## src/hw/rtl/obl_pkg.sv

```systemverilog
package obl_pkg;

  localparam int FUNC_W   = 3;
  localparam int BYTE_W   = 8;
  localparam int STATUS_W = 2;
  localparam int COUNT_W  = 5;

  localparam logic [FUNC_W-1:0] FN_APPEND    = 3'd0;
  localparam logic [FUNC_W-1:0] FN_PUSH      = 3'd1;
  localparam logic [FUNC_W-1:0] FN_INS_AFTER = 3'd2;
  localparam logic [FUNC_W-1:0] FN_DEL_VALUE = 3'd3;
  localparam logic [FUNC_W-1:0] FN_DEL_LAST  = 3'd4;
  localparam logic [FUNC_W-1:0] FN_DEL_FIRST = 3'd5;
  localparam logic [FUNC_W-1:0] FN_DUMP      = 3'd6;

  localparam logic [STATUS_W-1:0] ST_OK        = 2'd0;
  localparam logic [STATUS_W-1:0] ST_FULL      = 2'd1;
  localparam logic [STATUS_W-1:0] ST_NOT_FOUND = 2'd2;
  localparam logic [STATUS_W-1:0] ST_EMPTY     = 2'd3;

  typedef logic [1:0] cell_op_t;
  localparam cell_op_t OP_HOLD = 2'd0;
  localparam cell_op_t OP_INS  = 2'd1;
  localparam cell_op_t OP_DEL  = 2'd2;
  localparam cell_op_t OP_ROT  = 2'd3;

  typedef logic [2:0] trig_t;
  localparam trig_t TRG_COUNT    = 3'd0;
  localparam trig_t TRG_HEAD     = 3'd1;
  localparam trig_t TRG_KEY_LEFT = 3'd2;
  localparam trig_t TRG_VALUE    = 3'd3;
  localparam trig_t TRG_TAIL     = 3'd4;

  typedef struct packed {
    cell_op_t          op;
    trig_t             trig;
    logic [BYTE_W-1:0] value;
    logic [BYTE_W-1:0] key;
    logic [BYTE_W-1:0] head;
  } obl_ctl_t;

endpackage

```

## src/hw/rtl/obl_if.sv

```systemverilog
interface obl_in_if import obl_pkg::*; ();
  logic              valid;
  logic              ready;
  logic [FUNC_W-1:0] func;
  logic [BYTE_W-1:0] value;
  logic [BYTE_W-1:0] key;

  modport source (output valid, output func, output value, output key, input ready);
  modport sink   (input valid, input func, input value, input key, output ready);
endinterface

interface obl_out_if import obl_pkg::*; ();
  logic                valid;
  logic                ready;
  logic [STATUS_W-1:0] status;
  logic [COUNT_W-1:0]  count;
  logic [BYTE_W-1:0]   item;
  logic                item_valid;
  logic                last;

  modport source (output valid, output status, output count, output item,
                  output item_valid, output last, input ready);
  modport sink   (input valid, input status, input count, input item,
                  input item_valid, input last, output ready);
endinterface

```

## src/hw/rtl/obl_cell.sv

```systemverilog
module obl_cell
  import obl_pkg::*;
#(
  parameter int CW  = 5,
  parameter int IDX = 0
) (
  input  logic              clk,
  input  obl_ctl_t          ctl,
  input  logic [CW-1:0]     count,
  input  logic [BYTE_W-1:0] left_data,
  input  logic [BYTE_W-1:0] right_data,
  input  logic              chain_in,
  output logic              chain_out,
  output logic [BYTE_W-1:0] data_out
);

  localparam logic [CW-1:0] IDX_C  = CW'(IDX);
  localparam logic [CW-1:0] IDX_N  = CW'(IDX + 1);
  localparam logic [CW-1:0] IDX_P  = CW'((IDX > 0) ? IDX - 1 : 0);
  localparam logic          HAS_L  = (IDX > 0);

  logic [BYTE_W-1:0] data_r;
  logic [BYTE_W-1:0] data_nxt;
  logic              own_valid;
  logic              left_valid;
  logic              hit;
  logic              mark;

  assign own_valid  = (IDX_C < count);
  assign left_valid = HAS_L && (IDX_P < count);

  always_comb begin
    case (ctl.trig)
      TRG_COUNT:    hit = (IDX_C == count);
      TRG_HEAD:     hit = (IDX == 0);
      TRG_KEY_LEFT: hit = left_valid && (left_data == ctl.key);
      TRG_VALUE:    hit = own_valid && (data_r == ctl.value);
      TRG_TAIL:     hit = own_valid && (IDX_N == count);
      default:      hit = 1'b0;
    endcase
  end

  assign mark      = chain_in | hit;
  assign chain_out = mark;

  always_comb begin
    data_nxt = data_r;
    case (ctl.op)
      OP_INS: begin
        if (chain_in) begin
          data_nxt = left_data;
        end else if (hit) begin
          data_nxt = ctl.value;
        end
      end
      OP_DEL: begin
        if (mark) begin
          data_nxt = right_data;
        end
      end
      OP_ROT: begin
        data_nxt = (IDX_N == count) ? ctl.head : right_data;
      end
      default: data_nxt = data_r;
    endcase
  end

  always_ff @(posedge clk) begin
    data_r <= data_nxt;
  end

  assign data_out = data_r;

endmodule

```

## src/hw/rtl/ordered_byte_list_engine_unit.sv

```systemverilog
// Channel  Dir  Handshake      Payload
// in_ch    in   valid/ready    func[2:0] value[7:0] key[7:0]
// out_ch   out  valid/ready    status[1:0] count[4:0] item[7:0] item_valid last
//
// In an edit, every cell compares and shifts at once, a first-match flag
// ripples down the row of cells, and the result lands in the output
// register. A dump of N entries gives N results once the request is taken,
// one result per cycle while the output is not stalled, rotating the row
// through its head; an empty dump gives one result.
// rst_n (synchronous, active low) clears the count, state and output valid.
// Input is taken only when no dump runs and the output register is free
// or being drained; a stalled output holds everything.
module ordered_byte_list_engine_unit
  import obl_pkg::*;
#(
  parameter int CAPACITY = 16
) (
  input  logic   clk,
  input  logic   rst_n,
  obl_in_if.sink    in_ch,
  obl_out_if.source out_ch
);

  localparam int CW = $clog2(CAPACITY + 1);
  localparam logic [CW-1:0] CAP_C = CW'(CAPACITY);
  localparam logic [CW-1:0] ONE_C = CW'(1);

  localparam logic S_IDLE = 1'b0;
  localparam logic S_DUMP = 1'b1;

  logic              state_r, state_nxt;
  logic [CW-1:0]     count_r, count_nxt;
  logic [CW-1:0]     cursor_r, cursor_nxt;

  logic                out_valid_r;
  logic [STATUS_W-1:0] out_status_r;
  logic [CW-1:0]       out_count_r;
  logic [BYTE_W-1:0]   out_item_r;
  logic                out_item_valid_r;
  logic                out_last_r;

  obl_ctl_t          ctl;
  logic [CAPACITY:0] chain;
  logic [BYTE_W-1:0] cell_data [CAPACITY];

  logic out_free, in_acc, edit_go, dump_empty, dump_start, dump_step, dump_last;
  logic full, empty, found;
  logic [STATUS_W-1:0] edit_status;
  logic [CW+COUNT_W-1:0] count_ext;

  assign out_free = !out_valid_r || out_ch.ready;
  assign in_ch.ready = (state_r == S_IDLE) && out_free;
  assign in_acc   = in_ch.valid && in_ch.ready;
  assign full     = (count_r == CAP_C);
  assign empty    = (count_r == '0);
  assign found    = chain[CAPACITY];

  assign edit_go    = in_acc && (in_ch.func != FN_DUMP);
  assign dump_empty = in_acc && (in_ch.func == FN_DUMP) && empty;
  assign dump_start = in_acc && (in_ch.func == FN_DUMP) && !empty;
  assign dump_step  = (state_r == S_DUMP) && out_free;
  assign dump_last  = (cursor_r + ONE_C == count_r);

  always_comb begin
    ctl.op    = OP_HOLD;
    ctl.trig  = TRG_HEAD;
    ctl.value = in_ch.value;
    ctl.key   = in_ch.key;
    ctl.head  = cell_data[0];
    if (dump_step) begin
      ctl.op = OP_ROT;
    end else if (edit_go) begin
      case (in_ch.func)
        FN_APPEND: begin
          ctl.trig = TRG_COUNT;
          ctl.op   = full ? OP_HOLD : OP_INS;
        end
        FN_PUSH: begin
          ctl.trig = TRG_HEAD;
          ctl.op   = full ? OP_HOLD : OP_INS;
        end
        FN_INS_AFTER: begin
          ctl.trig = TRG_KEY_LEFT;
          ctl.op   = full ? OP_HOLD : OP_INS;
        end
        FN_DEL_VALUE: begin
          ctl.trig = TRG_VALUE;
          ctl.op   = empty ? OP_HOLD : OP_DEL;
        end
        FN_DEL_LAST: begin
          ctl.trig = TRG_TAIL;
          ctl.op   = empty ? OP_HOLD : OP_DEL;
        end
        FN_DEL_FIRST: begin
          ctl.trig = TRG_HEAD;
          ctl.op   = empty ? OP_HOLD : OP_DEL;
        end
        default: ctl.op = OP_HOLD;
      endcase
    end
  end

  assign chain[0] = 1'b0;

  for (genvar i = 0; i < CAPACITY; i++) begin : g_cell
    logic [BYTE_W-1:0] left_d, right_d;
    if (i == 0) begin : g_first
      assign left_d = '0;
    end else begin : g_mid_l
      assign left_d = cell_data[i-1];
    end
    if (i == CAPACITY - 1) begin : g_last
      assign right_d = cell_data[i];
    end else begin : g_mid_r
      assign right_d = cell_data[i+1];
    end
    obl_cell #(.CW(CW), .IDX(i)) u_cell (
      .clk        (clk),
      .ctl        (ctl),
      .count      (count_r),
      .left_data  (left_d),
      .right_data (right_d),
      .chain_in   (chain[i]),
      .chain_out  (chain[i+1]),
      .data_out   (cell_data[i])
    );
  end

  always_comb begin
    edit_status = ST_OK;
    count_nxt   = count_r;
    case (in_ch.func)
      FN_APPEND, FN_PUSH, FN_INS_AFTER: begin
        if (full) begin
          edit_status = ST_FULL;
        end else if (!found) begin
          edit_status = ST_NOT_FOUND;
        end else if (edit_go) begin
          count_nxt = count_r + ONE_C;
        end
      end
      FN_DEL_VALUE, FN_DEL_LAST, FN_DEL_FIRST: begin
        if (empty) begin
          edit_status = ST_EMPTY;
        end else if (!found) begin
          edit_status = ST_NOT_FOUND;
        end else if (edit_go) begin
          count_nxt = count_r - ONE_C;
        end
      end
      default: edit_status = ST_OK;
    endcase
  end

  always_comb begin
    state_nxt  = state_r;
    cursor_nxt = cursor_r;
    if (dump_start) begin
      state_nxt  = S_DUMP;
      cursor_nxt = '0;
    end else if (dump_step) begin
      cursor_nxt = cursor_r + ONE_C;
      if (dump_last) begin
        state_nxt = S_IDLE;
      end
    end
  end

  always_ff @(posedge clk) begin
    if (!rst_n) begin
      state_r     <= S_IDLE;
      count_r     <= '0;
      cursor_r    <= '0;
      out_valid_r <= 1'b0;
    end else begin
      state_r  <= state_nxt;
      count_r  <= count_nxt;
      cursor_r <= cursor_nxt;
      if (edit_go || dump_empty || dump_step) begin
        out_valid_r <= 1'b1;
      end else if (out_ch.ready) begin
        out_valid_r <= 1'b0;
      end
    end
  end

  always_ff @(posedge clk) begin
    if (dump_step) begin
      out_status_r     <= ST_OK;
      out_count_r      <= count_r;
      out_item_r       <= cell_data[0];
      out_item_valid_r <= 1'b1;
      out_last_r       <= dump_last;
    end else if (dump_empty) begin
      out_status_r     <= ST_EMPTY;
      out_count_r      <= count_r;
      out_item_r       <= '0;
      out_item_valid_r <= 1'b0;
      out_last_r       <= 1'b1;
    end else if (edit_go) begin
      out_status_r     <= edit_status;
      out_count_r      <= count_nxt;
      out_item_r       <= '0;
      out_item_valid_r <= 1'b0;
      out_last_r       <= 1'b1;
    end
  end

  assign count_ext         = {{COUNT_W{1'b0}}, out_count_r};
  assign out_ch.valid      = out_valid_r;
  assign out_ch.status     = out_status_r;
  assign out_ch.count      = count_ext[COUNT_W-1:0];
  assign out_ch.item       = out_item_r;
  assign out_ch.item_valid = out_item_valid_r;
  assign out_ch.last       = out_last_r;

  a_count_bound : assert property (@(posedge clk) disable iff (!rst_n)
    count_r <= CAP_C)
    else $error("entry count above capacity");

  a_edit_result : assert property (@(posedge clk) disable iff (!rst_n)
    edit_go |=> out_valid_r && out_last_r)
    else $error("edit gave no final result");

  a_dump_count_hold : assert property (@(posedge clk) disable iff (!rst_n)
    (state_r == S_DUMP) |=> $stable(count_r))
    else $error("count moved during dump");

  a_dump_blocks_input : assert property (@(posedge clk) disable iff (!rst_n)
    (state_r == S_DUMP) |-> !in_ch.ready)
    else $error("input taken during dump");

endmodule

```

## src/flat_wrapper.sv

```systemverilog
// flat-port wrapper written by rule: the top's interface ports become plain ports
module ordered_byte_list_engine_unit_flat import obl_pkg::*;
#(
  parameter int CAPACITY = 16
)
  (clk, rst_n, in_ch_valid, in_ch_func, in_ch_value, in_ch_key, in_ch_ready, out_ch_valid, out_ch_status, out_ch_count, out_ch_item, out_ch_item_valid, out_ch_last, out_ch_ready);
  obl_in_if in_ch_i ();
  obl_out_if out_ch_i ();
  input  logic clk;
  input  logic rst_n;
  input wire logic [$bits(in_ch_i.valid)-1:0] in_ch_valid;
  input wire logic [$bits(in_ch_i.func)-1:0] in_ch_func;
  input wire logic [$bits(in_ch_i.value)-1:0] in_ch_value;
  input wire logic [$bits(in_ch_i.key)-1:0] in_ch_key;
  output wire logic [$bits(in_ch_i.ready)-1:0] in_ch_ready;
  output wire logic [$bits(out_ch_i.valid)-1:0] out_ch_valid;
  output wire logic [$bits(out_ch_i.status)-1:0] out_ch_status;
  output wire logic [$bits(out_ch_i.count)-1:0] out_ch_count;
  output wire logic [$bits(out_ch_i.item)-1:0] out_ch_item;
  output wire logic [$bits(out_ch_i.item_valid)-1:0] out_ch_item_valid;
  output wire logic [$bits(out_ch_i.last)-1:0] out_ch_last;
  input wire logic [$bits(out_ch_i.ready)-1:0] out_ch_ready;
  assign in_ch_i.valid = in_ch_valid;
  assign in_ch_i.func = in_ch_func;
  assign in_ch_i.value = in_ch_value;
  assign in_ch_i.key = in_ch_key;
  assign in_ch_ready = in_ch_i.ready;
  assign out_ch_valid = out_ch_i.valid;
  assign out_ch_status = out_ch_i.status;
  assign out_ch_count = out_ch_i.count;
  assign out_ch_item = out_ch_i.item;
  assign out_ch_item_valid = out_ch_i.item_valid;
  assign out_ch_last = out_ch_i.last;
  assign out_ch_i.ready = out_ch_ready;
  ordered_byte_list_engine_unit #(.CAPACITY(CAPACITY)) u_core (.clk(clk), .rst_n(rst_n), .in_ch(in_ch_i), .out_ch(out_ch_i));
endmodule
```

## config.mk

```make
export PLATFORM = sky130hd
export DESIGN_NAME = ordered_byte_list_engine_unit_flat
export DESIGN_NICKNAME = d
export VERILOG_FILES = /design/src/hw/rtl/obl_pkg.sv /design/src/hw/rtl/obl_if.sv /design/src/hw/rtl/obl_cell.sv /design/src/hw/rtl/ordered_byte_list_engine_unit.sv /design/src/flat_wrapper.sv
export SDC_FILE = /design/constraint.sdc
export NUM_CORES = 1
export LEC_CHECK = 0
export ABC_AREA = 1
export BUFFER_PORTS_ARGS = -buffer_cell sky130_fd_sc_hd__buf_4
export CAP_MARGIN = 20
export CELL_PAD_IN_SITES_DETAIL_PLACEMENT = 1
export CELL_PAD_IN_SITES_GLOBAL_PLACEMENT = 2
export CORE_MARGIN = 5
export CORE_UTILIZATION = 35
export CTS_BUF_LIST = sky130_fd_sc_hd__clkbuf_8
export DETAILED_ROUTE_END_ITERATION = 10
export GPL_TIMING_DRIVEN = 0
export HOLD_SLACK_MARGIN = 0.05
export PLACE_DENSITY = 0.87
export SYNTH_ARGS = -nofsm -noshare
export SYNTH_HDL_FRONTEND = slang
export SYNTH_SLANG_ARGS = --single-unit
export TNS_END_PERCENT = 20
```

## constraint.sdc

```tcl
create_clock -name clk -period 6 [get_ports clk]
set_input_delay 0 -clock clk [delete_from_list [all_inputs] [get_ports clk]]
set_output_delay 0 -clock clk [all_outputs]
set_load 0.01 [all_outputs]
```

# Yosys cells after proc, flatten, opt, wreduce, memory -nomap -nowiden
# Cells that the tools add are included.
dict set report classes {
  n_addsub 3
  n_lt_le_gt_ge 16
  reduce_logical 89
  bitwise 17
  muxes 130
  n_eq_ne 96
}
# operator count
set op_table {}
lappend op_table {{$mux W8} 65}
lappend op_table {{$pmux W8 S3} 15}
lappend op_table {{$eq A8 B8 Y1} 31}
lappend op_table {{$pmux W1 S4} 16}
lappend op_table {{$logic_and A1 B1 Y1} 54}
lappend op_table {{$mux W5} 10}
lappend op_table {{$ne A3 B3 Y1 const B} 16}
lappend op_table {{$reduce_and A3 Y1} 15}
lappend op_table {{$eq A4 B5 Y1 const A} 8}
lappend op_table {{$lt A4 B5 Y1 const A} 8}
lappend op_table {{$ne A2 B2 Y1 const B} 18}
lappend op_table {{$eq A3 B5 Y1 const A} 4}
lappend op_table {{$lt A3 B5 Y1 const A} 4}
lappend op_table {{$pmux W8 S2} 1}
lappend op_table {{$or A1 B1 Y1} 15}
lappend op_table {{$mux W2} 7}
lappend op_table {{$eq A3 B2 Y1 const B} 4}
lappend op_table {{$eq A3 B3 Y1 const B} 4}
lappend op_table {{$pmux W3 S4} 1}
lappend op_table {{$mux W1} 11}
lappend op_table {{$add A5 B1 Y5 const B} 2}
lappend op_table {{$eq A2 B5 Y1 const A} 2}
lappend op_table {{$lt A1 B5 Y1 const A} 2}
lappend op_table {{$lt A2 B5 Y1 const A} 2}
lappend op_table {{22 further kinds} 36}
dict set report word_totals {
  regBits 157
  out_inout_bits 19
  word_cells 376
}

# Longest topological paths before layout
# Gate-level depths: netlist of the first run.
dict set report depth {
  ltp_word 30
  ltp_mapped 25
  mapped_depth_nobuf 25
}

# Modules after synthesis
# A second synthesis of the first run with hierarchy kept.
dict set report hier_totals {
  hier_cells 2491
  hier_area_um2 16144.2
}
# module cells_per_inst area_each_um2 n_inst seq_area_each_um2
set modules_own_cells {}
lappend modules_own_cells {ordered_byte_list_engine_unit 221 1661.6 1 720.7}
lappend modules_own_cells {{obl_cell at u_core.g_cell[2].u_cell} 143 965.9 1 240.2}
lappend modules_own_cells {{obl_cell at u_core.g_cell[13].u_cell} 156 963.4 1 240.2}
lappend modules_own_cells {{obl_cell at u_core.g_cell[5].u_cell} 151 940.9 1 240.2}
lappend modules_own_cells {{obl_cell at u_core.g_cell[6].u_cell} 155 934.6 1 240.2}
lappend modules_own_cells {{obl_cell at u_core.g_cell[4].u_cell} 146 929.6 1 240.2}
lappend modules_own_cells {{obl_cell at u_core.g_cell[14].u_cell} 153 925.9 1 240.2}
lappend modules_own_cells {{obl_cell at u_core.g_cell[3].u_cell} 146 909.6 1 240.2}
lappend modules_own_cells {{obl_cell at u_core.g_cell[12].u_cell} 142 907.1 1 240.2}
lappend modules_own_cells {{obl_cell at u_core.g_cell[9].u_cell} 139 903.4 1 240.2}
lappend modules_own_cells {{obl_cell at u_core.g_cell[1].u_cell} 147 902.1 1 240.2}
lappend modules_own_cells {{obl_cell at u_core.g_cell[11].u_cell} 139 898.4 1 240.2}
lappend modules_own_cells {{obl_cell at u_core.g_cell[7].u_cell} 141 892.1 1 240.2}
lappend modules_own_cells {{obl_cell at u_core.g_cell[15].u_cell} 136 888.4 1 240.2}
lappend modules_own_cells {{+3 rows} n/a n/a n/a n/a}

# Worst setup path after synthesis of the first run
# OpenSTA, ideal clock, no wires.
dict set report synth_path {
  path_kind {register -> register}
  startpoint {register u_core.count_r[1]}
  endpoint {register u_core.g_cell[15].u_cell.data_r[0], enable pin}
  t_arrival_ns 3.064
  setup_time_ns 0.357
  n_path_buf 2
  slack_ns 2.579
  stages_incl_launch_ff 21
  path_cell_list {dfxtp_1 -> clkbuf_1 -> inv_1 -> ha_1 -> nand2_1 -> nor2_1 -> inv_1 -> o21ai_1 -> inv_2 -> nand2_4 -> nor2_8 -> nand4_4 -> nor2_4 -> nand4_4 -> nor2_4 -> nand4_4 -> nor2_8 -> nand3_4 -> buf_6 -> nand2_1 -> o21ai_0}
}
dict set report synth_via {
  elab_chain_cells 19
  elab_cells_between_ends 122
}
# item line_no
set synth_rtl {}
lappend synth_rtl {{from (decl)} ordered_byte_list_engine_unit.sv:32} ;# logic [CW-1:0] count_r, count_nxt;
lappend synth_rtl {{from (signal assigned)} ordered_byte_list_engine_unit.sv:177} ;# count_r <= count_nxt;
lappend synth_rtl {{$lt A1 B5 Y1, or another cell as far along} {obl_cell.sv:29, obl_cell.sv:30}}
lappend synth_rtl {{$logic_and A1 B1 Y1, on equally long branches} {obl_cell.sv:38, obl_cell.sv:36, obl_cell.sv:37}}
lappend synth_rtl {{$pmux W1 S4} obl_cell.sv:33} ;# case (ctl.trig)
lappend synth_rtl {{$or A1 B1 Y1 (14 in series)} obl_cell.sv:43} ;# assign mark = chain_in | hit;
lappend synth_rtl {{$ne A3 B3 Y1 (no source line)} n/a}
lappend synth_rtl {{$reduce_and A3 Y1 (no source line) (*)} n/a}
lappend synth_rtl {{to (signal assigned)} obl_cell.sv:69} ;# data_r <= data_nxt;
lappend synth_rtl {{to (decl)} obl_cell.sv:22} ;# logic [BYTE_W-1:0] data_r;
# Mark *: on every way between the ends. The rest lies on a longest branch, timed or not.
# A chain may end at the register's enable or synchronous reset.

# Final worst setup path of the first run
dict set report layout_path {
  startpoint {register u_core.count_r[0]}
  endpoint {register u_core.g_cell[11].u_cell.data_r[7], enable pin}
}
dict set report layout_via {
  elab_chain_cells 16
  elab_cells_between_ends 96
}
# item line_no
set layout_rtl {}
lappend layout_rtl {{$lt A1 B5 Y1, or another cell as far along} {obl_cell.sv:29, obl_cell.sv:30}}
lappend layout_rtl {{$logic_and A1 B1 Y1, on equally long branches} {obl_cell.sv:38, obl_cell.sv:36, obl_cell.sv:37}}
lappend layout_rtl {{$pmux W1 S4} obl_cell.sv:33}
lappend layout_rtl {{$or A1 B1 Y1 (11 in series)} obl_cell.sv:43}
lappend layout_rtl {{$ne A2 B2 Y1 (no source line)} n/a}
lappend layout_rtl {{$reduce_and A3 Y1 (no source line) (*)} n/a}
lappend layout_rtl {{to (signal assigned)} obl_cell.sv:69}
lappend layout_rtl {{to (decl)} obl_cell.sv:22}
# Marks and branches as above.

==> run_results.csv, run 1 <==
group,metric,value,unit
timing,worst_pin_slew,1.25,ns
timing,timing_max_transition_violations_final,0,
synthesis,synthesis.nets,1736,
synthesis,synth_edf_count,142,
hold_path,hold_path_class,"primary input to flop",
layout,ff_latch_area,4560,um^2
power,pwr_dens,297,nW/um^2
synthesis,synth.avg_cell_area,7.49,um^2
synthesis,postSynth.asyncResetShare,0,%
clock_tree,clk_pin_slew_worst_paths,0.10,ns
synthesis,yosysTopAreaCellShare,33.4,%
worst_setup_path,cp.buffers_inverters,6,
power,total_power,4.20,mW
timing,final_setup_violation_count,0,
floorplan,core-area,36300,um^2
layout,layout-drive-gt1-share,8.41,%
detailed_routing,remaining_drc_errors,0,
worst_setup_path,timing.critical_path.to_type,"flop",
place,dp_cells,2212,
grt,number_of_global_route_vias_before_repair,14400,
synthesis,synth_cell_types,49,
worst_setup_path,cp-start-kind,"flop",
detailed_routing,met3RoutedLength,8060,um
clock_tree,postCtsSetupRepairBufs,0,
run,timing.max_cap.violations,0,
power,internal-power,2.37,mW
clock_tree,clock_path_buffers,2,
worst_setup_path,critical_path_arrival,5.87,ns
grt,antenna_found_initial,2,
clock_tree,clk_latency,0.53,ns
synthesis,netlist_area,12800,um^2
grt,grt_overflow,0,
synthesis,synth_ff_type,"edfxtp_1",
timing,worst_slew_margin_rel,16.4,%
clock_tree,numClockSinks,157,
synthesis,synth_largest_area_cell,"edfxtp_1",
detailed_routing,met1Wirelength,27200,um
detailed_routing,routed_len_inst,31.4,um
worst_setup_path,regToRegEndpoint,"u_core.g_cell[11].u_cell.data_out[7]",
layout,n_antenna_cell,0,
synthesis,ys_seq_area_share,35.7,%
timing,timing.final.hold_violations,0,
layout,areaGrowthSynthToFinish,10.7,%
worst_setup_path,timing.reg2reg.worst_path_depth,14,
power,seq_power_share,39.1,%
timing,finalWorstSetupSlack,0.269,ns
floorplan,fp.dieW,201,um
worst_setup_path,worst_reg2reg_path_startpoint,"u_core.count_r[0]",
synthesis,yosysWarnings,0,
worst_setup_path,cp_top_family,"buffers and inverters",
timing,rsz_0062_raised_after_global_routing,"false",
detailed_routing,detailedRoute.firstIterationViolations,1906,
hold_path,worst_hold_path.num_cells,6,
detailed_routing,drt-pass1-iter-count,6,
run_status,status,"finished clean",
power,net-switching-power,1.82,mW
worst_setup_path,slack_of_the_worst_reg_to_reg_path,0.27,ns
timing,tns,0,ns
timing,finalWorstPathRequiredPeriod,5.73,ns
grt,gr-usage-all-layers,33.6,%
floorplan,std_cell_rows,70,
detailed_routing,antenna_left,0,
synthesis,synth-seq-cells,157,
grt,first_pass_grt_wire_length,99600,um
timing,finalClockSkew,0.0252,ns
floorplan,die_height,201,um
clock_tree,tritoncts,"yes",
power,p_leak,5.55,nW
power,vdd.ir_drop.worst,180,uV
clock_tree,numCtsBuffers,17,
timing,period_share,95.5,%
detailed_routing,drt_total_wl,70600,um
synthesis,post_synth_main_area_contributors,"edfxtp_1 (33%), nand2_1 (9.7%), xor2_1 (6.5%), o21ai_0 (6.1%), inv_1 (5.6%)",
clock_tree,post_cts_resize_count,0,
clock_tree,cts_max_level,4,
floorplan,floorplan.initialDensity,35.2,%
layout,multi_input_gate_area,7000,um^2
place,gp_congestion,1.01,
clock_tree,holdBufCountCts,4,
layout,nFillCells,4565,
floorplan,io_pins,42,
synthesis,synth.cells.most_frequent,"nand2_1 (329), inv_1 (191), o21ai_0 (157), edfxtp_1 (142), nor2_1 (138)",
detailed_routing,detail_route.vias_per_cell,6.43,
worst_setup_path,crit_path_frequent_cell,"nor2_1",
clock_tree,ctsRootBufferMaster,"clkbuf_8",
place,hpwlAfterDp,52400,um
worst_setup_path,timing.critical_path.slowest_stage_cell,"a21oi_1",
detailed_routing,vias,14500,
worst_setup_path,timing.critical_path.required,6.14,ns
floorplan,fp.dieArea,40400,um^2
timing,max_clock_freq,174,MHz
power,switching_share,43.5,%
synthesis,cell_with_the_most_instances_after_synthesis,"nand2_1",
power,clkPwrFrac,21.6,%
worst_setup_path,timing_worst_setup_path_type,"flop to flop",
layout,finalNonFillerCells,2251,
layout,finalNetCount,1799,
synthesis,syn_inst,1707,
worst_setup_path,critPathMaxStageDelay,0.91,ns
hold_path,hp-start,"in_ch_func[1]",
grt,grt_max_degree,17,
place,number_of_buffers_inserted_by_port_buffering,30,
detailed_routing,highest_layer,"met5",
hold_path,min_to,"u_core.count_r[4]",
place,pre_cts_slack,0.541,ns
power,comb_power_share,39.3,%
timing,hold_ws,0.0751,ns
detailed_routing,met2WireLength,30600,um
worst_setup_path,timing.critical_path.fanout_max,10,
worst_setup_path,timing.critical_path.cells,"clkbuf_1, inv_1, ha_1, nand2_1, nor2_1, nor2_1, inv_1, nor2_1, nor2_1, inv_1, clkbuf_1, nor2_1, clkbuf_1, a21oi_1",
## metrics by stage
step           util, %  cell area, um^2
2_1_floorplan        -            12800
3_3_place_gp      37.4            13600
3_5_place_dp      37.6            13700
4_1_cts           38.9            14100
5_1_grt           38.9            14100
6_report          38.9            14100
## placed cells by master (no fill, tap or decap), drive strengths merged, types with 2 or more instances in the layout
cell,n
o221ai,49
o211ai,29
ha,6
clkinv,15
nor3b,2
a21oi,95
dfxtp,15
xor2,95
clkbuf,55
o31ai,11
a31oi,23
o22ai,72
and3,2
nor2,148
o32ai,3
inv,206
nor3,15
nand3,51
buf,94
bufinv,3
nand4,43
nand2,335
nor4,22
o21ai,167
edfxtp,142
dlygate4sd3,4
clkinvlp,4
xnor2,60
a2111oi,4
a211oi,2
o2111ai,5
## per-layer routing
layer | GRT usage [%] | up-vias
met2 | 51.7 | 991
met5 | 2.26 | -
met3 | 9.44 | 261
met1 | 42.3 | 7136
li1 | - | 6079
met4 | 19.4 | 6
## worst register-to-register path, delay by kind of cell, from the launching register on
kind                     cells  cell delay [ns]
AO/OA/AOI/OAI                1             0.92
adder cells (fa/ha/maj)      1             0.32
buffers and inverters        6             2.25
flip-flops                   1             0.39
AND/OR/NAND/NOR              6             1.48
## registers in the layout (all words and copies together) (netlist names)
register	cells
u_core.g_cell.u_cell.data_out	128
u_core.out_ch.item	8
u_core.count_r	5
u_core.cursor_r	5
u_core.out_ch.count	5
u_core.out_ch.status	2
u_core.out_ch.item_valid	1
u_core.out_ch.last	1
u_core.out_ch.valid	1
u_core.state_r	1
## logic make-up (layout without fill, tap and decap cells)
logic type / after synthesis / in the layout / share of synthesized area, %
flops: 157 / 157 / 35.7
compound gates: 464 / 464 / 21.9
simple gates: 620 / 620 / 21.6
fa+ha+maj: 6 / 6 / 0.587
buf+inv: 305 / 381 / 9.55
xor+xnor: 155 / 155 / 10.6
## how the worst max path moves through the flow
stage	startpoint	to	slack [ns]	depth (start not counted)
2_1_floorplan	u_core.count_r[1]	u_core.g_cell[15].u_cell.data_out[0]	2.58	20
3_3_place_gp	u_core.count_r[0]	u_core.g_cell[13].u_cell.data_out[2]	0.65	14
3_5_place_dp	u_core.count_r[0]	u_core.g_cell[11].u_cell.data_out[3]	0.54	14
4_1_cts	u_core.count_r[0]	u_core.g_cell[11].u_cell.data_out[7]	0.49	14
5_1_grt	u_core.count_r[1]	u_core.g_cell[4].u_cell.data_out[1]	0.26	14
6_report	u_core.count_r[0]	u_core.g_cell[11].u_cell.data_out[7]	0.27	14
## power by group through the flow
stage	clock network (mW)	logic (mW)	registers, mW
floorplan	0	0.991	1.60
global placement	0	1.52	1.65
detailed placement	0	1.57	1.66
CTS	0.896	1.58	1.63
global route	0.934	1.74	1.65
finish	0.905	1.65	1.64
## cell type report
class,instances,area share (%)
clock buffers,19,1.85
repair buffers,44,2.61
plain buffers,90,2.93
well taps,468,4.14
inverters,215,5.70
flip-flops and latches,157,32.3
multi-input cells,1245,49.5
clock inverters,13,1.06
No activity file was read; power rests on OpenSTA's default activity.
==> inputs of run 2 (changes only) <==
--- a/config.mk
+++ b/config.mk
@@ -11,12 +11,12 @@
 export CELL_PAD_IN_SITES_DETAIL_PLACEMENT = 1
 export CELL_PAD_IN_SITES_GLOBAL_PLACEMENT = 2
 export CORE_MARGIN = 5
-export CORE_UTILIZATION = 35
+export CORE_UTILIZATION = 42
 export CTS_BUF_LIST = sky130_fd_sc_hd__clkbuf_8
 export DETAILED_ROUTE_END_ITERATION = 10
 export GPL_TIMING_DRIVEN = 0
 export HOLD_SLACK_MARGIN = 0.05
-export PLACE_DENSITY = 0.87
+export PLACE_DENSITY_LB_ADDON = 0.08
 export SYNTH_ARGS = -nofsm -noshare
 export SYNTH_HDL_FRONTEND = slang
 export SYNTH_SLANG_ARGS = --single-unit
==> run 2 against run 1 <==
  * Flip-flop and latch count unchanged
  * Core utilization increased by 8.0 points
  * Clock power decreased by 9.4%
  * Maximum frequency fell by 3.2%
  * Critical path type unchanged
==> run_results.csv, run 2 (synthesized netlist as in run 1, its figures left out) <==
group,metric,value,unit
worst_setup_path,timing.critical_path.required,6.14,ns
power,seq_power_share,40.0,%
worst_setup_path,timing_worst_setup_path_type,"flop to flop",
place,hpwlAfterDp,53100,um
clock_tree,holdBufCountCts,5,
worst_setup_path,critPathMaxStageDelay,0.93,ns
layout,finalNetCount,1799,
clock_tree,numCtsBuffers,17,
floorplan,floorplan.initialDensity,42.8,%
detailed_routing,routed_len_inst,33.4,um
power,internal-power,2.30,mW
clock_tree,post_cts_resize_count,0,
detailed_routing,drt-pass1-iter-count,7,
detailed_routing,met2WireLength,30300,um
layout,final_common_cell,"nand2_1",
timing,worst_slew_margin_rel,16.4,%
run,timing.max_cap.violations,0,
floorplan,io_pins,42,
timing,timing_max_transition_violations_final,0,
detailed_routing,highest_layer,"met5",
floorplan,fp.dieArea,34000,um^2
place,number_of_buffers_inserted_by_port_buffering,30,
clock_tree,cts_max_level,4,
worst_setup_path,cp.buffers_inverters,6,
grt,number_of_global_route_vias_before_repair,14300,
detailed_routing,drt_total_wl,72700,um
grt,first_pass_grt_wire_length,102000,um
worst_setup_path,critical_path_arrival,6.06,ns
worst_setup_path,cp-start-kind,"flop",
floorplan,fp.dieW,184,um
worst_setup_path,timing.critical_path.fanout_max,10,
hold_path,hold_path_class,"primary input to flop",
floorplan,core-area,29900,um^2
layout,layout-drive-gt1-share,8.58,%
worst_setup_path,crit_path_frequent_cell,"nor2_1",
power,vdd.ir_drop.worst,126,uV
power,pwr_dens,295,nW/um^2
clock_tree,clock_path_buffers,2,
timing,finalClockSkew,0.0168,ns
detailed_routing,vias,14600,
layout,n_antenna_cell,0,
timing,period_share,98.7,%
power,total_power,4.13,mW
floorplan,die_height,184,um
timing,tns,0,ns
worst_setup_path,cp_top_family,"buffers and inverters",
run_status,status,"finished clean",
detailed_routing,detailedRoute.firstIterationViolations,2148,
power,p_leak,5.52,nW
clock_tree,tritoncts,"yes",
timing,worst_pin_slew,1.25,ns
floorplan,std_cell_rows,63,
worst_setup_path,slack_of_the_worst_reg_to_reg_path,0.08,ns
layout,finalNonFillerCells,2173,
place,dp_cells,2134,
detailed_routing,detail_route.vias_per_cell,6.72,
timing,final_setup_violation_count,0,
clock_tree,clk_latency,0.52,ns
power,switching_share,44.4,%
timing,finalWorstPathRequiredPeriod,5.92,ns
grt,gr-usage-all-layers,42.3,%
worst_setup_path,timing.critical_path.cells,"clkbuf_1, inv_1, ha_1, nand2_1, nor2_1, nor2_1, inv_1, nor2_1, nor2_1, inv_1, clkbuf_1, nor2_1, clkbuf_1, a21oi_1",
clock_tree,numClockSinks,157,
clock_tree,ctsRootBufferMaster,"clkbuf_8",
timing,rsz_0062_raised_after_global_routing,"false",
detailed_routing,met1Wirelength,28100,um
grt,grt_overflow,0,
worst_setup_path,timing.critical_path.to_type,"flop",
power,net-switching-power,1.84,mW
detailed_routing,met3RoutedLength,9020,um
timing,max_clock_freq,169,MHz
layout,most-common-layout-cells,"nand2_1 (329), inv_1 (192), o21ai_0 (157)",
power,clkPwrFrac,19.8,%
layout,largest_register_ffs,128,
worst_setup_path,timing.critical_path.slowest_stage_cell,"a21oi_1",
grt,antenna_found_initial,2,
detailed_routing,antenna_left,0,
place,gp_congestion,1.02,
timing,timing.final.hold_violations,0,
power,comb_power_share,40.2,%
detailed_routing,remaining_drc_errors,0,
grt,grt_max_degree,17,
clock_tree,clk_pin_slew_worst_paths,0.10,ns
layout,areaGrowthSynthToFinish,9.73,%
clock_tree,postCtsSetupRepairBufs,0,
run 2: power groups by stage:
stage / logic, mW / registers (mW) / clock network (mW)
3_3_place_gp: 1.54 / 1.66 / 0
6_report: 1.66 / 1.65 / 0.820
2_1_floorplan: 0.991 / 1.60 / 0
3_5_place_dp: 1.58 / 1.66 / 0
4_1_cts: 1.59 / 1.64 / 0.816
5_1_grt: 1.75 / 1.66 / 0.867
run 2: metrics by stage:
step	cell area [um^2]	utilization (%)	worst slack (ns)	hold WS, ns
after floorplan	12800	-	2.58	0.0976
after detailed placement	13600	45.4	0.404	0.251
after global routing	14000	46.9	0.0773	0.177
after CTS	14000	46.9	0.352	0.126
after global placement	13500	45.2	0.467	0.242
final	14000	46.9	0.0770	0.158
run 2: layout make-up:
cell class / count / area (um^2)
plain buffers: 90 / 414
clock buffers: 20 / 275
clock inverters: 12 / 96.3
fillers: 3805 / 15800
inverters: 215 / 807
multi-input cells: 1245 / 7000
flip-flops and latches: 157 / 4560
well taps: 390 / 488
repair buffers: 44 / 379
run 2: worst paths after layout:
check,to,start,depth (start not counted)
worst max-delay path,u_core.g_cell[10].u_cell.data_out[1],u_core.count_r[0],14
worst min-delay path,u_core.state_r,in_ch_valid,5
worst max register to register,u_core.g_cell[10].u_cell.data_out[1],u_core.count_r[0],14
worst min register to register,u_core.out_ch.item_valid,u_core.out_ch.item_valid,2
run 2: metal layers:
metal / vias up / track usage (%)
met4: 2 / 25.3
met3: 277 / 11.5
li1: 6075 / -
met1: 7154 / 55.6
met2: 1103 / 62.1
met5: - / 0
run 2: tightest hold or removal path: cells and delay by family:
family                 cells  cell delay [ns]
buffers and inverters      2             0.23
AO/OA/AOI/OAI              1             0.08
AND/OR/NAND/NOR            2             0.32
==> inputs of run 3 (changes only) <==
--- a/config.mk
+++ b/config.mk
@@ -10,13 +10,14 @@
 export CAP_MARGIN = 20
 export CELL_PAD_IN_SITES_DETAIL_PLACEMENT = 1
 export CELL_PAD_IN_SITES_GLOBAL_PLACEMENT = 2
-export CORE_MARGIN = 5
+export CORE_MARGIN = 3
 export CORE_UTILIZATION = 42
 export CTS_BUF_LIST = sky130_fd_sc_hd__clkbuf_8
 export DETAILED_ROUTE_END_ITERATION = 10
 export GPL_TIMING_DRIVEN = 0
 export HOLD_SLACK_MARGIN = 0.05
 export PLACE_DENSITY_LB_ADDON = 0.08
+export SETUP_SLACK_MARGIN = 0.02
 export SYNTH_ARGS = -nofsm -noshare
 export SYNTH_HDL_FRONTEND = slang
 export SYNTH_SLANG_ARGS = --single-unit
==> run 3 against run 2 <==
  * Maximum frequency increased by 2.3%
  * Routed wire length decreased by 1.9%
  * Clock power increased by 10%
  * Global-route usage increased by 0.35 points
  * Non-clock buffer count increased by 3
  * Total power increased by 1.4%
  * Clock skew increased by 0.0080 ns
  * First-iteration DRC count increased by 10%
  * Flip-flop and latch count unchanged
==> run_results.csv, run 3 (synthesized netlist as in run 1, its figures left out) <==
group,metric,value,unit
detailed_routing,antenna_left,0,
worst_setup_path,timing.critical_path.required,6.13,ns
timing,period_share,96.5,%
worst_setup_path,timing.critical_path.fanout_max,10,
layout,finalNonFillerCells,2177,
grt,grt-busiest-layer,"met2",
layout,nFillCells,3814,
hold_path,hold_path_class,"primary input to flop",
worst_setup_path,critPathMaxStageDelay,0.94,ns
detailed_routing,remaining_drc_errors,0,
grt,antenna_found_initial,0,
timing,rsz_0062_raised_after_global_routing,"false",
worst_setup_path,timing.critical_path.to_type,"flop",
floorplan,fp.dieArea,32600,um^2
timing,timing_max_transition_violations_final,0,
place,dp_cells,2132,
detailed_routing,vias,14500,
place,gp_congestion,1.02,
clock_tree,cts_max_level,4,
grt,grt_overflow,0,
clock_tree,numClockSinks,157,
place,placed_cell_area,13600,um^2
timing,worst_pin_slew,1.29,ns
layout,areaGrowthSynthToFinish,10.3,%
detailed_routing,drt_total_wl,71300,um
place,pre_cts_slack,0.539,ns
grt,grt_max_degree,17,
detailed_routing,detail_route.vias_per_cell,6.67,
timing,timing.final.hold_violations,0,
worst_setup_path,timing_worst_setup_path_type,"flop to flop",
clock_tree,clk_pin_slew_worst_paths,0.10,ns
timing,worst_slew_margin_rel,14.0,%
clock_tree,ctsRootBufferMaster,"clkbuf_8",
grt,grt.met1_usage,56.4,%
timing,finalClockSkew,0.0247,ns
place,hpwlAfterDp,52500,um
floorplan,std_cell_rows,63,
timing,final_setup_violation_count,0,
clock_tree,numCtsBuffers,17,
timing,finalWorstSetupSlack,0.212,ns
detailed_routing,routed_len_inst,32.8,um
grt,first_pass_grt_wire_length,101000,um
layout,layout-drive-gt1-share,8.51,%
place,number_of_buffers_inserted_by_port_buffering,30,
power,pwr_dens,297,nW/um^2
layout,largest_register_ffs,128,
detailed_routing,detailedRoute.firstIterationViolations,2370,
detailed_routing,drt-pass1-iter-count,8,
worst_setup_path,timing.critical_path.slowest_stage_cell,"a21oi_1",
grt,global_route.usage.met3,11.5,%
floorplan,core-area,29800,um^2
floorplan,io_pins,42,
grt,number_of_global_route_vias_before_repair,14100,
timing,tns,0,ns
layout,most-common-layout-cells,"nand2_1 (329), inv_1 (192), o21ai_0 (157)",
clock_tree,post_cts_resize_count,0,
grt,groute.layer.met2.usage,62.4,%
grt,gr-usage-all-layers,42.6,%
clock_tree,clock_path_buffers,2,
timing,max_clock_freq,173,MHz
floorplan,fp.dieW,180,um
layout,finalNetCount,1802,
power,vdd.ir_drop.worst,136,uV
run_status,status,"finished clean",
worst_setup_path,critical_path_arrival,5.92,ns
worst_setup_path,timing.critical_path.cells,"clkbuf_1, inv_1, ha_1, nand2_1, nor2_1, nor2_1, inv_1, nor2_1, nor2_1, inv_1, clkbuf_1, nor2_1, clkbuf_1, a21oi_1",
layout,final_common_cell,"nand2_1",
worst_setup_path,crit_path_frequent_cell,"nor2_1",
clock_tree,clk_latency,0.52,ns
run,timing.max_cap.violations,0,
floorplan,floorplan.initialDensity,42.9,%
clock_tree,tritoncts,"yes",
layout,design_area,14100,um^2
layout,fin_util,47.3,%
timing,finalWorstPathRequiredPeriod,5.79,ns
worst_setup_path,cp-start-kind,"flop",
power,p_leak,5.57,nW
floorplan,die_height,180,um
run 3: cell types whose count changed in the layout (fill, tap and decap cells not counted), moves of 2 or more:
| cell | delta |
|---|---|
| clkinv_4 | +2 |
| inv_6 | +4 |
| nor2_2 | -2 |
| nor2_1 | +2 |
| clkinvlp_4 | -5 |
| clkinv_2 | -3 |
| dlygate4sd3_1 | +2 |
run 3: layout make-up:
type                    instances  area (um^2)  share of cell area, %
multi-input cells            1245         7000                   49.6
flip-flops and latches        157         4560                   32.4
inverters                     215          807                   5.72
well taps                     390          488                   3.46
repair buffers                 47          423                   3.00
plain buffers                  90          414                   2.94
clock buffers                  20          275                   1.95
clock inverters                12          133                  0.940
diodes                          1         2.50                 0.0177
run 3: timing repair:
| item | in CTS | in global routing |
|---|---|---|
| hold buffers | 7 | 0 |
| endpoints found under the hold margin | 15 | 0 |
| buffers inserted | 0 | 0 |
run 3: layer usage:
layer	part of all wire (%)	wire [um]
met1	39	27900
met2	42	29600
met3	12	8530
met4	7.3	5230
met5	0	0
run 3: power breakdown:
group          leakage [nW]  switching, mW  total, mW  internal [mW]
Combinational          3.91           1.16       1.65          0.489
Clock                 0.216          0.496      0.903          0.407
Sequential             1.44          0.183       1.64           1.46
run 3: final timing paths:
| check | startpoint | to | slack [ns] | cells after the start |
|---|---|---|---|---|
| min reg2reg | u_core.out_ch.item_valid | u_core.out_ch.item_valid | 0.46 | 2 |
| min | in_ch_valid | u_core.state_r | 0.13 | 5 |
| max | u_core.count_r[1] | u_core.g_cell[13].u_cell.data_out[0] | 0.21 | 14 |
| max reg2reg | u_core.count_r[1] | u_core.g_cell[13].u_cell.data_out[0] | 0.21 | 14 |
run 3: critical path, delay by kind of cell (launching register included):
family / cells / cell delay (ns)
compound gates: 1 / 0.94
fa+ha+maj: 1 / 0.27
buf+inv: 6 / 2.29
flops: 1 / 0.39
simple gates: 6 / 1.50
run 3: metrics by stage:
stage | hold slack [ns] | total power, mW
floorplan | 0.0976 | 2.59
CTS | 0.133 | 4.09
detailed placement | 0.265 | 3.22
finish | 0.133 | 4.19
global placement | 0.253 | 3.18
global route | 0.172 | 4.33
